--- src/rtl/coalescing_delta_queue_macros.svh ---
// Assertion macros for the coalescing delta queue.
`ifndef COALESCING_DELTA_QUEUE_MACROS_SVH
`define COALESCING_DELTA_QUEUE_MACROS_SVH

`ifndef SYNTH
`define CDQ_ASSERT_SAME(label, clk, rst, ante, cons) \
   label: assert property (@(posedge clk) disable iff (rst) (ante) |-> (cons)) \
      else $error("assertion failed");
`define CDQ_ASSERT_NEXT(label, clk, rst, ante, cons) \
   label: assert property (@(posedge clk) disable iff (rst) (ante) |=> (cons)) \
      else $error("assertion failed");
`else
`define CDQ_ASSERT_SAME(label, clk, rst, ante, cons)
`define CDQ_ASSERT_NEXT(label, clk, rst, ante, cons)
`endif

`endif

--- src/rtl/cdq_pkg.sv ---
`timescale 1ns / 1ps
package cdq_pkg;
   localparam int QUEUE_DEPTH = 32;
   localparam int ADDR_W      = (QUEUE_DEPTH > 1) ? $clog2(QUEUE_DEPTH) : 1;
   localparam int COUNT_W     = $clog2(QUEUE_DEPTH + 1);
   localparam int ID_W        = 32;
   localparam int DELTA_W     = 32;
   localparam int ACTION_W    = 2;

   localparam logic [ACTION_W-1:0] ACT_ACQUIRE = 2'd0;
   localparam logic [ACTION_W-1:0] ACT_RELEASE = 2'd1;
   localparam logic [ACTION_W-1:0] ACT_TICK    = 2'd2;

   typedef struct packed {
      logic                      hit;
      logic                      zero;
      logic signed [DELTA_W-1:0] sum;
   } merge_result_type;

   function automatic logic signed [DELTA_W-1:0] unit_delta(input logic release_op);
      unit_delta = release_op ? DELTA_W'(1) : -DELTA_W'(1);
   endfunction
endpackage

--- src/rtl/cdq_ram.sv ---
`timescale 1ns / 1ps
module cdq_ram #(
   parameter int WIDTH = 32,
   parameter int DEPTH = 32
) (
   input  logic                                   clock,
   input  logic                                   wr_en,
   input  logic [((DEPTH > 1) ? $clog2(DEPTH) : 1)-1:0] wr_addr,
   input  logic [WIDTH-1:0]                       wr_data,
   input  logic                                   rd_en,
   input  logic [((DEPTH > 1) ? $clog2(DEPTH) : 1)-1:0] rd_addr,
   output logic [WIDTH-1:0]                       rd_data
);
   logic [WIDTH-1:0] mem_ff [DEPTH];
   logic [WIDTH-1:0] rd_data_ff;

   always_ff @(posedge clock) begin
      if (wr_en) begin
         mem_ff[wr_addr] <= wr_data;
      end
      if (rd_en) begin
         rd_data_ff <= mem_ff[rd_addr];
      end
   end

   assign rd_data = rd_data_ff;
endmodule

--- src/rtl/cdq_merge.sv ---
`timescale 1ns / 1ps
module cdq_merge (
   input  logic [cdq_pkg::ID_W-1:0]           entry_id,
   input  logic signed [cdq_pkg::DELTA_W-1:0] entry_delta,
   input  logic [cdq_pkg::ID_W-1:0]           new_id,
   input  logic                               release_op,
   output cdq_pkg::merge_result_type          result
);
   import cdq_pkg::*;

   logic signed [DELTA_W:0] sum_wide;

   always_comb begin
      sum_wide = {entry_delta[DELTA_W-1], entry_delta}
               + {{1{release_op ? 1'b0 : 1'b1}}, unit_delta(release_op)};
      result.hit = (entry_id == new_id);
      if (sum_wide[DELTA_W] != sum_wide[DELTA_W-1]) begin
         // saturate
         result.sum = sum_wide[DELTA_W] ? {1'b1, {(DELTA_W-1){1'b0}}}
                                        : {1'b0, {(DELTA_W-1){1'b1}}};
      end else begin
         result.sum = sum_wide[DELTA_W-1:0];
      end
      result.zero = (sum_wide == '0);
   end
endmodule

--- src/rtl/coalescing_delta_queue.sv ---
`timescale 1ns / 1ps
// Coalescing queue of reference-count adjustments.
// Input: req_action / req_object_id transfer when start is high and busy low.
//   Acquire adds -1, release +1 to the newest entry if the id matches, else
//   appends; tick flushes the queue; ids at or below csr limit are dropped.
// Config: csr_data is written on csr_valid (csr_ready is always high);
//   write it only while the block is idle.
// Output: each flushed entry is shown for one cycle with rsp_valid,
//   oldest first; rsp_last_of_flush marks the final one. No backpressure.
// Timing: entries live in a RAM with a registered read. An append to an
//   empty queue, a dropped id, an unused action or a tick on an empty queue
//   leaves busy low; any other acquire/release reads the newest entry, then
//   writes back. A tick, or an append that misses on a full queue, keeps busy
//   high while the flush runs; each result trails its RAM read data by one
//   output register.
// Reset: empties the queue, clears the limit to 0; no RAM clearing pass.
module coalescing_delta_queue (
   input  logic                               clock,
   input  logic                               reset,
   input  logic                               start,
   output logic                               busy,
   input  logic [cdq_pkg::ACTION_W-1:0]       req_action,
   input  logic [cdq_pkg::ID_W-1:0]           req_object_id,
   output logic                               rsp_valid,
   output logic [cdq_pkg::ID_W-1:0]           rsp_flushed_id,
   output logic signed [cdq_pkg::DELTA_W-1:0] rsp_flushed_delta,
   output logic                               rsp_last_of_flush,
   input  logic                               csr_valid,
   output logic                               csr_ready,
   input  logic [cdq_pkg::ID_W-1:0]           csr_data
);
   import cdq_pkg::*;
   `include "coalescing_delta_queue_macros.svh"

   localparam logic [1:0] ST_IDLE   = 2'd0;
   localparam logic [1:0] ST_LOOKUP = 2'd1;
   localparam logic [1:0] ST_DRAIN  = 2'd2;

   logic [1:0]         state_ff, state_in;
   logic [COUNT_W-1:0] fill_count_ff, fill_count_in;
   logic [COUNT_W-1:0] drain_idx_ff, drain_idx_in;
   logic               append_ff, append_in;
   logic [ID_W-1:0]    id_ff, id_in;
   logic               release_ff, release_in;
   logic [ID_W-1:0]    limit_ff;

   logic                      rsp_valid_ff, rsp_valid_in;
   logic [ID_W-1:0]           rsp_id_ff, rsp_id_in;
   logic signed [DELTA_W-1:0] rsp_delta_ff, rsp_delta_in;
   logic                      rsp_last_ff, rsp_last_in;

   logic                      wr_en, rd_en;
   logic [ADDR_W-1:0]         wr_addr, rd_addr;
   logic [ID_W-1:0]           wr_id, rd_id;
   logic signed [DELTA_W-1:0] wr_delta, rd_delta;
   logic [COUNT_W-1:0]        tail_idx;
   logic                      drain_last;
   merge_result_type          merge;

   cdq_ram #(.WIDTH(ID_W), .DEPTH(QUEUE_DEPTH)) u_id_ram (
      .clock   (clock),
      .wr_en   (wr_en),
      .wr_addr (wr_addr),
      .wr_data (wr_id),
      .rd_en   (rd_en),
      .rd_addr (rd_addr),
      .rd_data (rd_id)
   );

   cdq_ram #(.WIDTH(DELTA_W), .DEPTH(QUEUE_DEPTH)) u_delta_ram (
      .clock   (clock),
      .wr_en   (wr_en),
      .wr_addr (wr_addr),
      .wr_data (wr_delta),
      .rd_en   (rd_en),
      .rd_addr (rd_addr),
      .rd_data (rd_delta)
   );

   cdq_merge u_merge (
      .entry_id    (rd_id),
      .entry_delta (rd_delta),
      .new_id      (id_ff),
      .release_op  (release_ff),
      .result      (merge)
   );

   assign tail_idx   = fill_count_ff - COUNT_W'(1);
   assign drain_last = (drain_idx_ff == fill_count_ff);

   always_comb begin
      state_in      = state_ff;
      fill_count_in = fill_count_ff;
      drain_idx_in  = drain_idx_ff;
      append_in     = append_ff;
      id_in         = id_ff;
      release_in    = release_ff;
      rsp_valid_in  = 1'b0;
      rsp_id_in     = rd_id;
      rsp_delta_in  = rd_delta;
      rsp_last_in   = drain_last;
      wr_en         = 1'b0;
      wr_addr       = '0;
      wr_id         = id_ff;
      wr_delta      = unit_delta(release_ff);
      rd_en         = 1'b0;
      rd_addr       = '0;

      unique case (state_ff)
         ST_IDLE: begin
            if (start) begin
               case (req_action) inside
                  ACT_TICK: begin
                     if (fill_count_ff != '0) begin
                        rd_en        = 1'b1;
                        drain_idx_in = COUNT_W'(1);
                        append_in    = 1'b0;
                        state_in     = ST_DRAIN;
                     end
                  end
                  ACT_ACQUIRE, ACT_RELEASE: begin
                     if (req_object_id > limit_ff) begin
                        id_in      = req_object_id;
                        release_in = (req_action == ACT_RELEASE);
                        if (fill_count_ff == '0) begin
                           wr_en         = 1'b1;
                           wr_id         = req_object_id;
                           wr_delta      = unit_delta(req_action == ACT_RELEASE);
                           fill_count_in = COUNT_W'(1);
                        end else begin
                           rd_en    = 1'b1;
                           rd_addr  = tail_idx[ADDR_W-1:0];
                           state_in = ST_LOOKUP;
                        end
                     end
                  end
                  default: begin
                  end
               endcase
            end
         end
         ST_LOOKUP: begin
            if (merge.hit) begin
               if (merge.zero) begin
                  fill_count_in = tail_idx;
               end else begin
                  wr_en    = 1'b1;
                  wr_addr  = tail_idx[ADDR_W-1:0];
                  wr_delta = merge.sum;
               end
               state_in = ST_IDLE;
            end else if (fill_count_ff == COUNT_W'(QUEUE_DEPTH)) begin
               rd_en        = 1'b1;
               drain_idx_in = COUNT_W'(1);
               append_in    = 1'b1;
               state_in     = ST_DRAIN;
            end else begin
               wr_en         = 1'b1;
               wr_addr       = fill_count_ff[ADDR_W-1:0];
               fill_count_in = fill_count_ff + COUNT_W'(1);
               state_in      = ST_IDLE;
            end
         end
         ST_DRAIN: begin
            rsp_valid_in = 1'b1;
            if (drain_last) begin
               if (append_ff) begin
                  wr_en         = 1'b1;
                  fill_count_in = COUNT_W'(1);
               end else begin
                  fill_count_in = '0;
               end
               state_in = ST_IDLE;
            end else begin
               rd_en        = 1'b1;
               rd_addr      = drain_idx_ff[ADDR_W-1:0];
               drain_idx_in = drain_idx_ff + COUNT_W'(1);
            end
         end
         default: begin
            state_in = ST_IDLE;
         end
      endcase
   end

   always_ff @(posedge clock) begin
      if (reset) begin
         state_ff      <= ST_IDLE;
         fill_count_ff <= '0;
         drain_idx_ff  <= '0;
         append_ff     <= 1'b0;
         rsp_valid_ff  <= 1'b0;
         limit_ff      <= '0;
      end else begin
         state_ff      <= state_in;
         fill_count_ff <= fill_count_in;
         drain_idx_ff  <= drain_idx_in;
         append_ff     <= append_in;
         rsp_valid_ff  <= rsp_valid_in;
         if (csr_valid && csr_ready) begin
            limit_ff <= csr_data;
         end
      end
   end

   always_ff @(posedge clock) begin
      id_ff        <= id_in;
      release_ff   <= release_in;
      rsp_id_ff    <= rsp_id_in;
      rsp_delta_ff <= rsp_delta_in;
      rsp_last_ff  <= rsp_last_in;
   end

   assign busy              = (state_ff != ST_IDLE);
   assign csr_ready         = 1'b1;
   assign rsp_valid         = rsp_valid_ff;
   assign rsp_flushed_id    = rsp_id_ff;
   assign rsp_flushed_delta = rsp_delta_ff;
   assign rsp_last_of_flush = rsp_last_ff;

   // a flush transfers one entry per cycle until its last
   `CDQ_ASSERT_NEXT(a_drain_contiguous, clock, reset, rsp_valid_ff && !rsp_last_ff, rsp_valid_ff)
   // after the last entry the queue holds at most the pending append
   `CDQ_ASSERT_SAME(a_flush_empties, clock, reset, rsp_valid_ff && rsp_last_ff, fill_count_ff <= COUNT_W'(1))
   `CDQ_ASSERT_SAME(a_count_bound, clock, reset, busy, fill_count_ff <= COUNT_W'(QUEUE_DEPTH))
endmodule
--- config.mk ---
export PLATFORM = sky130hd
export DESIGN_NAME = coalescing_delta_queue
export DESIGN_NICKNAME = d
export VERILOG_FILES = /design/src/rtl/cdq_pkg.sv /design/src/rtl/cdq_ram.sv /design/src/rtl/cdq_merge.sv /design/src/rtl/coalescing_delta_queue.sv
export VERILOG_INCLUDE_DIRS = /design/src /design/src/rtl
export SDC_FILE = /design/constraint.sdc
export NUM_CORES = 2
export LEC_CHECK = 0
export BUFFER_PORTS_ARGS = -buffer_cell sky130_fd_sc_hd__buf_4
export CAP_MARGIN = 20
export CORE_AREA = 2 2 483 485
export CTS_CLUSTER_DIAMETER = 60
export DETAILED_ROUTE_END_ITERATION = 8
export DIE_AREA = 0 0 485 487
export SYNTH_ARGS = -nofsm -noshare
export SYNTH_HDL_FRONTEND = slang
export SYNTH_SLANG_ARGS = --single-unit
--- constraint.sdc ---
create_clock -name clock -period 24.9 [get_ports clock]
set_clock_uncertainty 0.1 [all_clocks]
set_input_delay 4.98 -clock clock [delete_from_list [all_inputs] [get_ports clock]]
set_output_delay 4.98 -clock clock [all_outputs]
set_load 0.05 [all_outputs]
=== Yosys cells after proc, flatten, opt, wreduce, memory -nomap -nowiden ===
Memories as Yosys holds them, arrays and structs flattened. A register that Yosys moved wholly into a read port is not among the register bits.
Index checks and enable logic that the tools add are counted.

* Add/subtract/negate cells: 4
* $lt $le $gt $ge: 1
* Eq/ne operators: 25
* Muxes and demuxes: 88
* Bitwise gates (word level): 1
* Reduce and logical (&&, ||, !) cells: 14

{| class="wikitable"
|+ Operator list
! cell !! count
|-
| 2-to-1 mux 32 bit || 17
|-
| 2-to-1 mux 6 bit || 15
|-
| case mux 32 bit (2 select lines) || 1
|-
| 2-to-1 mux 5 bit || 10
|-
| case mux 6 bit (3 select lines) || 2
|-
| adder 33 bit || 1
|-
| logical NOT 33 bit || 1
|-
| equality test 32 bit || 1
|-
| > comparator 32 bit || 1
|-
| 2-to-1 mux 1 bit || 29
|-
| inequality test 2 bit (second input constant) || 10
|-
| 2-to-1 mux 2 bit || 9
|-
| inequality test 3 bit (second input constant) || 5
|-
| adder 6 x 1 -> 6 bit (second input constant) || 2
|-
| AND reduction 6 bit || 2
|-
| case mux 5 bit (2 select lines) || 1
|-
| AND reduction 9 bit || 1
|-
| AND reduction 7 bit || 1
|-
| equality test 6 bit || 1
|-
| equality test 6 bit (second input constant) || 1
|-
| logical NOT 6 bit || 1
|-
| case mux 1 bit (3 select lines) || 2
|-
| case mux 2 bit (3 select lines) || 1
|-
| nonzero test 6 bit || 1
|-
| other kinds (13) || 17
|}

* Bits in registers: 146
* Memory bits (writable): 2048
* Input port bits: 70
* Logic and storage cells: 146
* Memories: 2

{| class="wikitable"
|+ Memories
! name !! depth !! bits a word !! rd ports !! clocked after memory_dff !! wr ports !! line !! RTL
|-
| u_delta_ram.mem_ff || 32 || 32 || 1 || 1 || 1 || cdq_ram.sv:14 || <nowiki>logic [WIDTH-1:0] mem_ff [DEPTH];</nowiki>
|-
| u_id_ram.mem_ff || 32 || 32 || 1 || 1 || 1 || cdq_ram.sv:14 ||
|}

=== Depth between registers and ports, before layout ===
* Depth after elaboration: 9
* Gate-level depth with buffers: 17
* Depth with buffers taken out: 13

=== Cells and area by module ===
From an unflattened synthesis, not the netlist that was laid out.

* Cell total of the unflattened synthesis: 5515
* Area total of the unflattened synthesis: 90875.9 µm²

{| class="wikitable"
|+ By module, submodules not included
! module !! times used !! cells an instance !! area each (µm²)
|-
| cdq_ram || 2 || 2260 || 40812.9
|-
| coalescing_delta_queue || 1 || 618 || 6528.8
|-
| cdq_merge || 1 || 377 || 2721.4
|}

=== Worst setup path after synthesis ===
OpenSTA, ideal clock, no wires.

* Kind: input to register
* Start: input port req_object_id[7] (netlist name)
* End: memory u_delta_ram.mem_ff[7][0], enable pin
* Arrival time: 11885 ps
* Required time: 24235 ps
* Path slack: 12351 ps
* Stages: 15
* Path buffers: 3
* Cell sequence: ha_1 and4_1 nand2_1 nor3_1 a221o_1 a211o_1 clkbuf_1 and3_1 clkbuf_1 a31oi_1 a21oi_1 a31oi_1 or2_2 clkbuf_1 nor3_1

* Word-level cells in the longest chain between the ends: 8

{| class="wikitable"
|+ Ends and longest elaborated chain
! element !! line !! RTL
|-
| start, declared || coalescing_delta_queue.sv:23 || <nowiki>input logic [cdq_pkg::ID_W-1:0] req_object_id,</nowiki>
|-
| > comparator 32 bit || coalescing_delta_queue.sv:122 || <nowiki>if (req_object_id > limit_ff) begin</nowiki>
|-
| 2-to-1 mux 1 bit || coalescing_delta_queue.sv:122 ||
|-
| 2-to-1 mux 1 bit (2 in a row) || coalescing_delta_queue.sv:112 || <nowiki>case (req_action) inside</nowiki>
|-
| 2-to-1 mux 1 bit || coalescing_delta_queue.sv:111 || <nowiki>if (start) begin</nowiki>
|-
| case mux 1 bit (3 select lines) || coalescing_delta_queue.sv:109 || <nowiki>unique case (state_ff)</nowiki>
|-
| 2-to-1 mux 1 bit || cdq_ram.sv:18 || <nowiki>if (wr_en) begin</nowiki>
|-
| 2-to-1 mux 1 bit (implied by the code) || cdq_ram.sv:19 || <nowiki>mem_ff[wr_addr] <= wr_data;</nowiki>
|-
| end, declared || cdq_ram.sv:14 ||
|}

No other way between the ends.

=== Worst setup path after layout ===
* Start: input port req_object_id[10] (netlist name)
* End: register u_delta_ram.rd_data_ff[10], in the netlist u_delta_ram.rd_data[10] (read register of u_delta_ram.mem_ff), data pin

* Word-level cells in the longest chain between the ends: 6
* Elaborated cells on any way between the ends: 11
* Classes of those cells: order compare: 1; mux: 10

{| class="wikitable"
|+ Ends and longest elaborated chain
! element !! line !! RTL
|-
| > comparator 32 bit (*) || coalescing_delta_queue.sv:122 ||
|-
| 2-to-1 mux 1 bit / 2-to-1 mux 5 bit (equally long branches) || coalescing_delta_queue.sv:122 ||
|-
| 2-to-1 mux 1 bit / 2-to-1 mux 5 bit (equally long branches) (2 in a row) || coalescing_delta_queue.sv:112 ||
|-
| 2-to-1 mux 1 bit / 2-to-1 mux 5 bit (equally long branches) || coalescing_delta_queue.sv:111 ||
|-
| case mux 1 bit (3 select lines) / case mux 5 bit (2 select lines) (equally long branches) || coalescing_delta_queue.sv:109 ||
|-
| end, declared || cdq_ram.sv:15 || <nowiki>logic [WIDTH-1:0] rd_data_ff;</nowiki>
|}

Mark *: on every way between the ends. The rest lies on a longest branch, timed or not.
A chain may end at the register's enable or synchronous reset.

==> results.txt <==
----------------------------------------------------
[Timing]
  Final cycle utilization of the critical path ... 0.477
  Final setup violation count ... 0
  Hold Slack ... 0.292 ns
  Post-route minimum period ... 11.89 ns
  Tightest Pin Transition ... 1.18 ns
  Final Hold Fails ... 0
  Unrepaired setup endpoints after global routing ... false
  Final Max Slew Viols ... 0
  Worst relative slew slack ... 0.214
  Fin Setup TNS ... 0 ns
  Max Clock Freq ... 84.1 MHz

[Global route]
  Overflow left after global routing ... 0
  Overall global routing resource usage ... 0.214
  Number of global-route vias before repair ... 54300
  Number of antenna violations at the first check in global routing ... 7
  Wire length of the first global-routing pass ... 375 mm
  Pin count of the biggest net entering global routing ... 196

[Routing]
  Total via count in the routed design ... 57300
  Routed WL per cell ... 26.6 um
  Total wirelength of the detailed-routed design ... 261 mm
  Number of DRC markers in iteration 0 ... 6986
  Detailed-router iteration count before antenna repair ... 6
  Mean number of vias per cell ... 5.85
  DRC Markers ... 0
  Detail Route Antenna Nets ... 0

[Synth]
  Yosys top cell by area ... sky130_fd_sc_hd__edfxtp_1
  Ys flop type ... sky130_fd_sc_hd__edfxtp_1
  Number of warnings reported in the yosys synthesis log ... 0
  Sequential cell area fraction in the yosys report ... 0.743
  Leading cell types by count after synthesis ... sky130_fd_sc_hd__edfxtp_1, sky130_fd_sc_hd__nand2_1, sky130_fd_sc_hd__a21oi_1
  Synth Net Count ... 6632
  Post-synthesis sequential element count ... 2258
  Cell types with the largest area share after synthesis ... sky130_fd_sc_hd__edfxtp_1, sky130_fd_sc_hd__nand2_1, sky130_fd_sc_hd__a32oi_1, sky130_fd_sc_hd__a21oi_1, sky130_fd_sc_hd__dfxtp_1
  Count of cell types in the netlist ... 73
  Number of flops mapped to enable cells by yosys ... 2145
  Most numerous cell in the Yosys netlist ... sky130_fd_sc_hd__edfxtp_1
  Post-synthesis async set-or-reset flop share ... 0
  Mapped Cells ... 6490
  Yosys top cell area share ... 0.718
  Mapped Area ... 89700 um^2
  Average cell area after synthesis ... 13.8 um^2

[Worst setup path]
  Register-to-register setup slack ... 16.35 ns
  Critical Setup Path Class ... primary input to register
  Slowest library cell on the worst path ... sky130_fd_sc_hd__buf_4
  Delay of the slowest cell on the worst path ... 0.91 ns
  Number of cells on the worst reg-to-reg path ... 15
  Worst-path maximum fanout ... 195
  CP required ... 25.46 ns
  Cell type group with the largest total delay on the critical path ... buffers and inverters
  Cell occurring most often along the worst timing path ... sky130_fd_sc_hd__buf_4
  Critical path depth ... 17
  Crit path DAT ... 12.45 ns
  Crit start category ... primary input
  Ordered list of cells on the worst path ... buf_4 -> ha_1 -> a41o_1 -> a221oi_1 -> o31ai_1 -> a221o_1 -> a211o_1 -> a21oi_4 -> buf_4 -> buf_4 -> buf_4 -> buf_4 -> buf_12 -> a21oi_1 -> a32o_1 -> o211ai_1 -> nor4b_1
  Category of the worst setup path capture point ... register
  Worst Path Buf+Inv ... 6

[Run status]
  Status ... finished clean

[Final layout]
  Storage element area ... 66700 um^2
  NumNets Final ... 6705
  Area used by multi-input combinational logic ... 21500 um^2
  Layout cells sized above 1 ... 0.107
  Fill cell instance count of the final layout ... 20400
  Synth-to-layout area growth ... 13.3%
  Final Instance Area ... 102000 um^2
  Finished Core Util ... 0.439

[Floorplanning]
  Number of core rows ... 177
  Vert. Die Dim ... 487 um
  Starting density of the core ... 0.388
  Ports placed on the boundary ... 138
  Total core area ... 231000 um^2
  Die width ... 485 um
  Floorplan die area ... 236000 um^2

[Power and ir drop]
  Leakage power of the design ... 0.0327 uW
  Worst ir drop on vdd ... 70.1 uV
  Ratio of total power to cell area ... 90.4 nW/um^2

[Clock network]
  Count of H-tree levels built during CTS ... 4
  Max Buffers Root-to-Sink ... 3
  Clock latency of the later-clocked register in the worst-skew pair ... 0.87 ns
  Hold-fix buffer count after cts ... 0
  Clock transition at path regs ... 0.06 ns
  Clock tree from TritonCTS ... built
  CTS resizes ... 0
  Number of buffers added by the clock tree synthesis step ... 221
  Number of post-CTS setup repair buffers ... 0
  CTS Sinks ... 2258
  Library cell used as clock root buffer ... sky130_fd_sc_hd__clkbuf_16

[Placement]
  Global placement routability congestion ... 0.900
  Placed wire-length estimate ... 139 mm
  Cell area reported after detailed placement ... 94500 um^2
  Port Buffer Count ... 136

[Min path]
  Worst min-delay path category ... register to register
  Hold Crit Depth ... 0

[Run]
  Number of maximum-capacitance constraint violations ... 0

----------------------------------------------------
worst paths after layout:
kind | from | end
worst max-delay path | req_object_id[10] | u_delta_ram.rd_data[10]$_DFFE_PP_
worst min-delay path | u_id_ram.rd_data[7]$_DFFE_PP_ | rsp_flushed_id[7]$_DFF_P_
worst max register to register | release_ff$_DFFE_PP_ | u_delta_ram.mem_ff[10][15]$_DFFE_PP_
worst min register to register | u_id_ram.rd_data[7]$_DFFE_PP_ | rsp_flushed_id[7]$_DFF_P_
cell usage in the layout, fill, tap and decap left out, types with 8 or more instances in the layout:
cell                           n
sky130_fd_sc_hd__a211oi_1     10
sky130_fd_sc_hd__a21o_1       19
sky130_fd_sc_hd__a21oi_1     517
sky130_fd_sc_hd__a21oi_2      25
sky130_fd_sc_hd__a221oi_1      8
sky130_fd_sc_hd__a31oi_1       9
sky130_fd_sc_hd__a32o_1       64
sky130_fd_sc_hd__a32oi_1     448
sky130_fd_sc_hd__and3_1       13
sky130_fd_sc_hd__buf_4       267
sky130_fd_sc_hd__buf_8        19
sky130_fd_sc_hd__bufinv_16    10
sky130_fd_sc_hd__clkbuf_1     84
sky130_fd_sc_hd__clkbuf_16   224
sky130_fd_sc_hd__clkbuf_8     13
sky130_fd_sc_hd__clkinv_1     32
sky130_fd_sc_hd__clkinv_2     28
sky130_fd_sc_hd__dfxtp_1     113
sky130_fd_sc_hd__edfxtp_1   2145
sky130_fd_sc_hd__ha_1         71
sky130_fd_sc_hd__inv_1        60
sky130_fd_sc_hd__inv_6         8
sky130_fd_sc_hd__mux2_2       33
sky130_fd_sc_hd__mux2i_1     100
sky130_fd_sc_hd__nand2_1    1621
sky130_fd_sc_hd__nand3_1      23
sky130_fd_sc_hd__nand4_1      34
sky130_fd_sc_hd__nor2_1       91
sky130_fd_sc_hd__nor2_4       10
sky130_fd_sc_hd__nor2b_1      10
sky130_fd_sc_hd__nor3_1       28
sky130_fd_sc_hd__nor3_2       25
sky130_fd_sc_hd__nor4b_1      65
sky130_fd_sc_hd__o211ai_1     75
sky130_fd_sc_hd__o21ai_0     103
sky130_fd_sc_hd__o21ai_1       9
sky130_fd_sc_hd__o22ai_1     130
sky130_fd_sc_hd__or3_1         9
sky130_fd_sc_hd__xnor2_1      54
sky130_fd_sc_hd__xor2_1       12
final cells by class:
type | count | area share
inverter | 62 | 0.00229
antenna | 1 | 0.0000246
sequential | 2258 | 0.656
clock buffer | 321 | 0.0600
multi-input combinational | 3724 | 0.212
tap | 3043 | 0.0375
timing repair buffer | 296 | 0.0245
clock inverter | 93 | 0.00827
registers in the layout, summed over array words and instances, names as in the netlist:
register / count
append_ff: 1
u_delta_ram.mem_ff: 1024
release_ff: 1
fill_count_ff: 6
limit_ff: 32
u_delta_ram.rd_data: 32
rsp_flushed_delta: 32
state_ff: 2
rsp_flushed_id: 32
u_id_ram.mem_ff: 1024
u_id_ram.rd_data: 32
rsp_valid: 1
rsp_last_of_flush: 1
drain_idx_ff: 6
id_ff: 32
worst reg2reg max path: stages, from the launching register on:
cell                       delay, ns
sky130_fd_sc_hd__edfxtp_1       0.52
sky130_fd_sc_hd__inv_2          0.67
sky130_fd_sc_hd__ha_1           0.52
sky130_fd_sc_hd__and3_1         0.22
sky130_fd_sc_hd__a221oi_1       0.65
sky130_fd_sc_hd__o21ai_1        0.20
sky130_fd_sc_hd__xnor2_2        0.25
sky130_fd_sc_hd__nand4_1        0.19
sky130_fd_sc_hd__or4_1          0.54
sky130_fd_sc_hd__or4_1          0.46
sky130_fd_sc_hd__or4_1          0.84
sky130_fd_sc_hd__a21boi_1       0.43
sky130_fd_sc_hd__nand2b_1       0.40
sky130_fd_sc_hd__nor2_4         0.67
sky130_fd_sc_hd__buf_4          0.59
sky130_fd_sc_hd__buf_4          0.75
cells by family after synthesis:
group | after synthesis | share of synthesized area
AO/OA/AOI/OAI | 1472 | 0.112
XOR/XNOR | 67 | 0.00663
adder cells (fa/ha/maj) | 72 | 0.0101
buffers and inverters | 508 | 0.0216
flip-flops | 2258 | 0.743
multiplexers | 133 | 0.0153
other | 1 | 0.0000418
AND/OR/NAND/NOR | 1979 | 0.0912
through the flow:
step	cells	setup WS, ns	total power [uW]
finish	9798	13.01	9190
global route	9797	12.57	9490
CTS	9783	13.21	9210
detailed placement	9369	12.25	6010
global placement	9358	12.42	5960
floorplan	6490	12.35	5500
power breakdown:
part           internal [uW]  total [uW]  switching [uW]
Combinational            360        1320             960
Clock                   1800        3230            1430
Sequential              4580        4640            58.4
layer usage:
metal | GRT usage | routed length [um] | vias to the layer above | share of wire
li1 | - | - | 25000 | -
met5 | 0 | 0 | - | 0
met3 | 0.0296 | 20300 | 395 | 0.078
met4 | 0.0654 | 7350 | 0 | 0.028
met2 | 0.348 | 124000 | 2658 | 0.47
met1 | 0.300 | 109000 | 29300 | 0.42
Note: power is estimated with default switching activity, not from simulation.
